[src/rtl/sgn_pkg.sv]
// shared constants, types and helper functions of the sobel gradient block
// no dependencies
package sgn_pkg;

  localparam int MAX_WIDTH  = 1024;
  localparam int MAX_HEIGHT = 1024;
  localparam int CFG_W      = 11;
  localparam int DIM_W      = $clog2(MAX_WIDTH + 1);
  localparam int POS_W      = $clog2(MAX_WIDTH * MAX_HEIGHT + 1);
  localparam int PIX_AW     = $clog2(4 * MAX_WIDTH + 8);
  localparam int CRD_W      = DIM_W + 1;
  localparam int GRAD_W     = 12;

  localparam logic CMD_PIXEL  = 1'b0;
  localparam logic CMD_FLUSH  = 1'b1;
  localparam logic CFG_WIDTH  = 1'b0;
  localparam logic CFG_HEIGHT = 1'b1;

  typedef enum logic [1:0] {
    BIN_HOR     = 2'd0,
    BIN_DIAG_UR = 2'd1,
    BIN_VER     = 2'd2,
    BIN_DIAG_UL = 2'd3
  } bin_e;

  typedef enum logic [1:0] {
    PH_CENTER = 2'd0,
    PH_NBR_A  = 2'd1,
    PH_NBR_B  = 2'd2
  } phase_e;

  typedef struct packed {
    logic   accept;
    logic   start;
    logic   addr;
    logic   read;
    logic   acc;
    logic   square;
    logic   root_init;
    logic   root_step;
    logic   store;
    logic   out_load;
    phase_e phase;
  } sgn_cmd_t;

  typedef struct packed {
    logic emit;
    logic tap_last;
    logic root_done;
    logic out_full;
  } sgn_sts_t;

  function automatic logic [DIM_W-1:0] limit_dim(input logic [CFG_W-1:0] v,
                                                 input logic [DIM_W-1:0] max_v);
    logic [DIM_W-1:0] r;
    begin
      if (v == '0) begin
        r = {{(DIM_W-1){1'b0}}, 1'b1};
      end else if ({1'b0, v} > {1'b0, max_v}) begin
        r = max_v;
      end else begin
        r = v[DIM_W-1:0];
      end
      return r;
    end
  endfunction

  function automatic logic signed [CRD_W-1:0] clamp_crd(input logic signed [CRD_W-1:0] v,
                                                        input logic [DIM_W-1:0] lim);
    logic signed [CRD_W-1:0] hi;
    begin
      hi = $signed({1'b0, lim} - {{DIM_W{1'b0}}, 1'b1});
      if (v < 0) begin
        return '0;
      end else if (v > hi) begin
        return hi;
      end
      return v;
    end
  endfunction

  // row offset toward the first neighbor of a direction bin
  function automatic logic signed [1:0] nbr_dr(input bin_e b);
    logic signed [1:0] r;
    begin
      case (b)
        BIN_HOR: r = 2'sd0;
        default: r = -2'sd1;
      endcase
      return r;
    end
  endfunction

  // column offset toward the first neighbor of a direction bin
  function automatic logic signed [1:0] nbr_dc(input bin_e b);
    logic signed [1:0] r;
    begin
      case (b)
        BIN_HOR:     r = -2'sd1;
        BIN_DIAG_UR: r = 2'sd1;
        BIN_VER:     r = 2'sd0;
        default:     r = -2'sd1;
      endcase
      return r;
    end
  endfunction

endpackage

[src/rtl/sgn_ctrl.sv]
// controller of the sobel gradient block: sequences window reads, square root
// and suppression for the center pixel and its two neighbors; uses sgn_pkg
module sgn_ctrl (
  input  logic              clk_i,
  input  logic              rst_ni,
  input  logic              in_valid_i,
  output logic              in_stall_o,
  input  sgn_pkg::sgn_sts_t sts_i,
  output sgn_pkg::sgn_cmd_t ctrl_o
);
  import sgn_pkg::*;

  typedef enum logic [9:0] {
    ST_IDLE   = 10'b0000000001,
    ST_START  = 10'b0000000010,
    ST_ADDR   = 10'b0000000100,
    ST_READ   = 10'b0000001000,
    ST_ACC    = 10'b0000010000,
    ST_SQUARE = 10'b0000100000,
    ST_RINIT  = 10'b0001000000,
    ST_ROOT   = 10'b0010000000,
    ST_STORE  = 10'b0100000000,
    ST_OUT    = 10'b1000000000
  } state_e;

  state_e state_q, state_d;
  phase_e phase_q, phase_d;

  assign in_stall_o = (state_q != ST_IDLE);

  always_comb begin
    state_d = state_q;
    phase_d = phase_q;
    ctrl_o  = '0;
    ctrl_o.phase = phase_q;
    case (state_q)
      ST_IDLE: begin
        if (in_valid_i) begin
          ctrl_o.accept = 1'b1;
          phase_d = PH_CENTER;
          if (sts_i.emit) state_d = ST_START;
        end
      end
      ST_START: begin
        ctrl_o.start = 1'b1;
        state_d = ST_ADDR;
      end
      ST_ADDR: begin
        ctrl_o.addr = 1'b1;
        state_d = ST_READ;
      end
      ST_READ: begin
        ctrl_o.read = 1'b1;
        state_d = ST_ACC;
      end
      ST_ACC: begin
        ctrl_o.acc = 1'b1;
        state_d = sts_i.tap_last ? ST_SQUARE : ST_ADDR;
      end
      ST_SQUARE: begin
        ctrl_o.square = 1'b1;
        state_d = ST_RINIT;
      end
      ST_RINIT: begin
        ctrl_o.root_init = 1'b1;
        state_d = ST_ROOT;
      end
      ST_ROOT: begin
        if (sts_i.root_done) state_d = ST_STORE;
        else ctrl_o.root_step = 1'b1;
      end
      ST_STORE: begin
        ctrl_o.store = 1'b1;
        case (phase_q)
          PH_CENTER: begin
            phase_d = PH_NBR_A;
            state_d = ST_START;
          end
          PH_NBR_A: begin
            phase_d = PH_NBR_B;
            state_d = ST_START;
          end
          default: state_d = ST_OUT;
        endcase
      end
      ST_OUT: begin
        if (!sts_i.out_full) begin
          ctrl_o.out_load = 1'b1;
          state_d = ST_IDLE;
        end
      end
      default: state_d = ST_IDLE;
    endcase
  end

  always_ff @(posedge clk_i or negedge rst_ni) begin
    if (!rst_ni) begin
      state_q <= ST_IDLE;
      phase_q <= PH_CENTER;
    end else begin
      state_q <= state_d;
      phase_q <= phase_d;
    end
  end

endmodule

[config.mk]
export PLATFORM = sky130hd
export DESIGN_NAME = sgn_ctrl
export DESIGN_NICKNAME = d
export VERILOG_FILES = /design/src/rtl/sgn_pkg.sv /design/src/rtl/sgn_ctrl.sv
export SDC_FILE = /design/constraint.sdc
export NUM_CORES = 1
export LEC_CHECK = 0
export ABC_AREA = 0
export BUFFER_PORTS_ARGS = -buffer_cell sky130_fd_sc_hd__buf_2
export CAP_MARGIN = 20
export CORE_MARGIN = 4
export CORE_UTILIZATION = 51
export DETAILED_ROUTE_END_ITERATION = 12
export HOLD_SLACK_MARGIN = 0.12
export PLACE_DENSITY = 0.77
export SLEW_MARGIN = 20
export SYNTH_ARGS = -nofsm -noshare
export SYNTH_HDL_FRONTEND = slang
export SYNTH_SLANG_ARGS = --single-unit
[constraint.sdc]
create_clock -name clk_i -period 2.9 [get_ports clk_i]
set_clock_uncertainty 0.2 [all_clocks]
set_input_delay 0.29 -clock clk_i [delete_from_list [all_inputs] [get_ports clk_i]]
set_output_delay 0.29 -clock clk_i [all_outputs]
set_load 0.005 [all_outputs]
==> out/results.ini <==
[status]
status=complete, no violations

[pwr]
p_per_area_nw_per_um2=550.2
leakagePower_nw=0.4729
finalPower_mw=0.5253
irDropWorstVdd_mv=0.4072

[clock_tree]
clockRootBuffer=clkbuf_4
cts_resized=0
clkSlewWorstSetupHoldPaths_ns=0.07
clk_latency_ns=0.29
cts_sinks=12
postCtsSetupRepairBufs=0
cts_made_buffers=3
cts_tree=done
ctsHoldBuffers=5
htreeDepth=1
clockBufferDepth=2

[routing]
routed_wl_mm=1.831
drt-vias-per-instance=5.976
ant_nets=0
drt_iter0_markers=20
post_drt_wl_per_cell_um=14.77
num_vias=741
dr.pass1.iters=4
drc=0

[layout]
nets=117
syn2layout_area_growth_pct=20.54
layout.cells.non_filler=124
drive_above_1_share=0.2844
final_area_sq_um=954.7
num_antenna_cells=0

[grt]
antenna_found_initial=0
overflow=0
grt_use_total=0.2048
grt_max_degree=13
grt_pass1_wl_mm=3.153
grt_pass1_vias=694

[logic_synthesis]
synth_seq_cells=12
synth_ff_type=dfrtp_1
synthCells=86
syn-cell-area_sq_um=792.0
syn-num-nets=93
yosysSeqAreaShare=0.3807
postSynthAreaPerCell_sq_um=9.209
yosysWarnings=0
synth_edf_count=0
synthArstFlopShare=1.000
synth.distinct_cells=37

[timing]
tns_ns=0
min_period_over_period=0.9612
max_slew_margin=0.6712
hold_viol=0
finalSetupViolations=0
tightest_slew_ns=0.4887
fmax_ghz=0.3587
period_minus_slack_ns=2.787
rsz0062_at_grt=no
timing.final.max_slew_violations=0

[setup_path]
r2r_start=state_q[6]$_DFFE_PN0P_
criticalPathCategory=reg -> out
cp_max_fo=8
arrival_ns=2.30
regToRegSetupSlack_ns=0.67
crit_path_end_kind=output pin
ff2ff_path_depth=4
crit_path_top_delay_cell=or4_4
crit_start=state_q[1]$_DFFE_PN0P_
cp-endpoint=ctrl_o[4]
start_kind=flip-flop
reg2reg_to=state_q[0]$_DFFE_PN1P_
critPathRequiredTime_ns=2.41
crit_path_max_incr_delay_ns=0.54
cp_cell_sequence=or3_4, or2_4, or4_4, nor4b_4, buf_2

[floorplanning]
core_sq_um=1383
pin_count=20
fp-row-count=13
dieArea_sq_um=2247
die_w_um=47.41
start_util=0.5729
die_h_um=47.41

[job]
maxCapViolations=0

[min_path]
worstHoldPathType=in -> reg

[placement]
gp_congestion=0.7777
portBuffers=19
dp_cells=115
placed_area_sq_um=878.3
detailedPlacementHpwl_mm=1.336

==> flip-flops by register name, indices dropped and copies added, names as in the netlist <==
name and flops:
state_q 10, phase_q 2
==> per-layer routing <==
layer  vias up  global-route usage  wire length (um)
li1        368                   -                 -
met1       348              0.2593               864
met2        22              0.3235               833
met3         3             0.03448               100
met4         0              0.1215                32
met5         -                   0                 0
==> final cells by class <==
cell class,instances,area (sq um)
Clock buffer,4,26.28
Fill cell,118,427.9
Inverter,3,11.26
Tap cell,15,18.77
Timing Repair Buffer,24,145.1
Multi-Input combinational cell,66,451.7
Sequential cell,12,301.5
==> placed cells by master, fill, tap and decap left out, drive strengths merged, types with 4 or more instances in the layout <==
master / n
o21ai: 4
dfrtp: 11
buf: 19
clkbuf: 4
nand3: 4
dlygate4sd3: 5
nor2: 10
nor4: 4
nand2: 7
==> synth_stat cells (2+ instances only) <==
cell,count,area share
a21oi_1,3,0.019
and4_1,2,0.022
inv_1,3,0.014
clkbuf_1,3,0.014
nor2_1,10,0.047
nand2_1,7,0.033
nor4_1,4,0.032
nor3_1,2,0.013
and2_1,2,0.016
dfrtp_1,11,0.35
o21ai_0,4,0.025
nor3b_1,3,0.028
xor2_1,3,0.033
or4_1,2,0.019
nor4b_4,2,0.060
nand3_1,4,0.025
==> cell families (layout without fill, tap and decap cells) <==
kind of cell,count (synthesis),after routing,share of synthesized area
simple gates,48,48,0.4092
compound gates,15,15,0.1280
flops,12,12,0.3807
buf+inv,8,31,0.04896
xor+xnor,3,3,0.03318
==> critical path: cells and delay by family (launching register included) <==
family / cells / cell delay, ns
AND/OR/NAND/NOR: 4 / 1.41
flip-flops: 1 / 0.46
buffers and inverters: 1 / 0.15
==> metrics by stage <==
| stage | worst slack, ns | hold slack, ns | utilization |
|---|---|---|---|
| after floorplan | 0.5672 | -0.2056 | - |
| after global placement | 0.4837 | -0.01832 | 0.6353 |
| after detailed placement | 0.4353 | -0.01334 | 0.6353 |
| after CTS | 0.1286 | 0.1378 | 0.6905 |
| after global routing | 0.01210 | 0.1527 | 0.6905 |
| final | 0.1125 | 0.1410 | 0.6905 |
==> report_power, final <==
part	internal, mW	switching [mW]
combinational	0.0901	0.0998
sequential	0.190	0.0326
clock	0.0535	0.0596
==> worst min-delay path by stage <==
stage	start	endpoint	slack [ns]	cells past startpoint
finish	in_valid_i	state_q[0]$_DFFE_PN1P_	0.14	3
global route	in_valid_i	state_q[0]$_DFFE_PN1P_	0.15	3
CTS	in_valid_i	state_q[0]$_DFFE_PN1P_	0.14	3
detailed placement	rst_ni	state_q[5]$_DFFE_PN0P_	-0.01	1
global placement	rst_ni	state_q[5]$_DFFE_PN0P_	-0.02	1
floorplan	rst_ni	phase_q[0]$_DFFE_PN0P_	-0.21	0
Note: power is estimated with default switching activity, not from simulation.
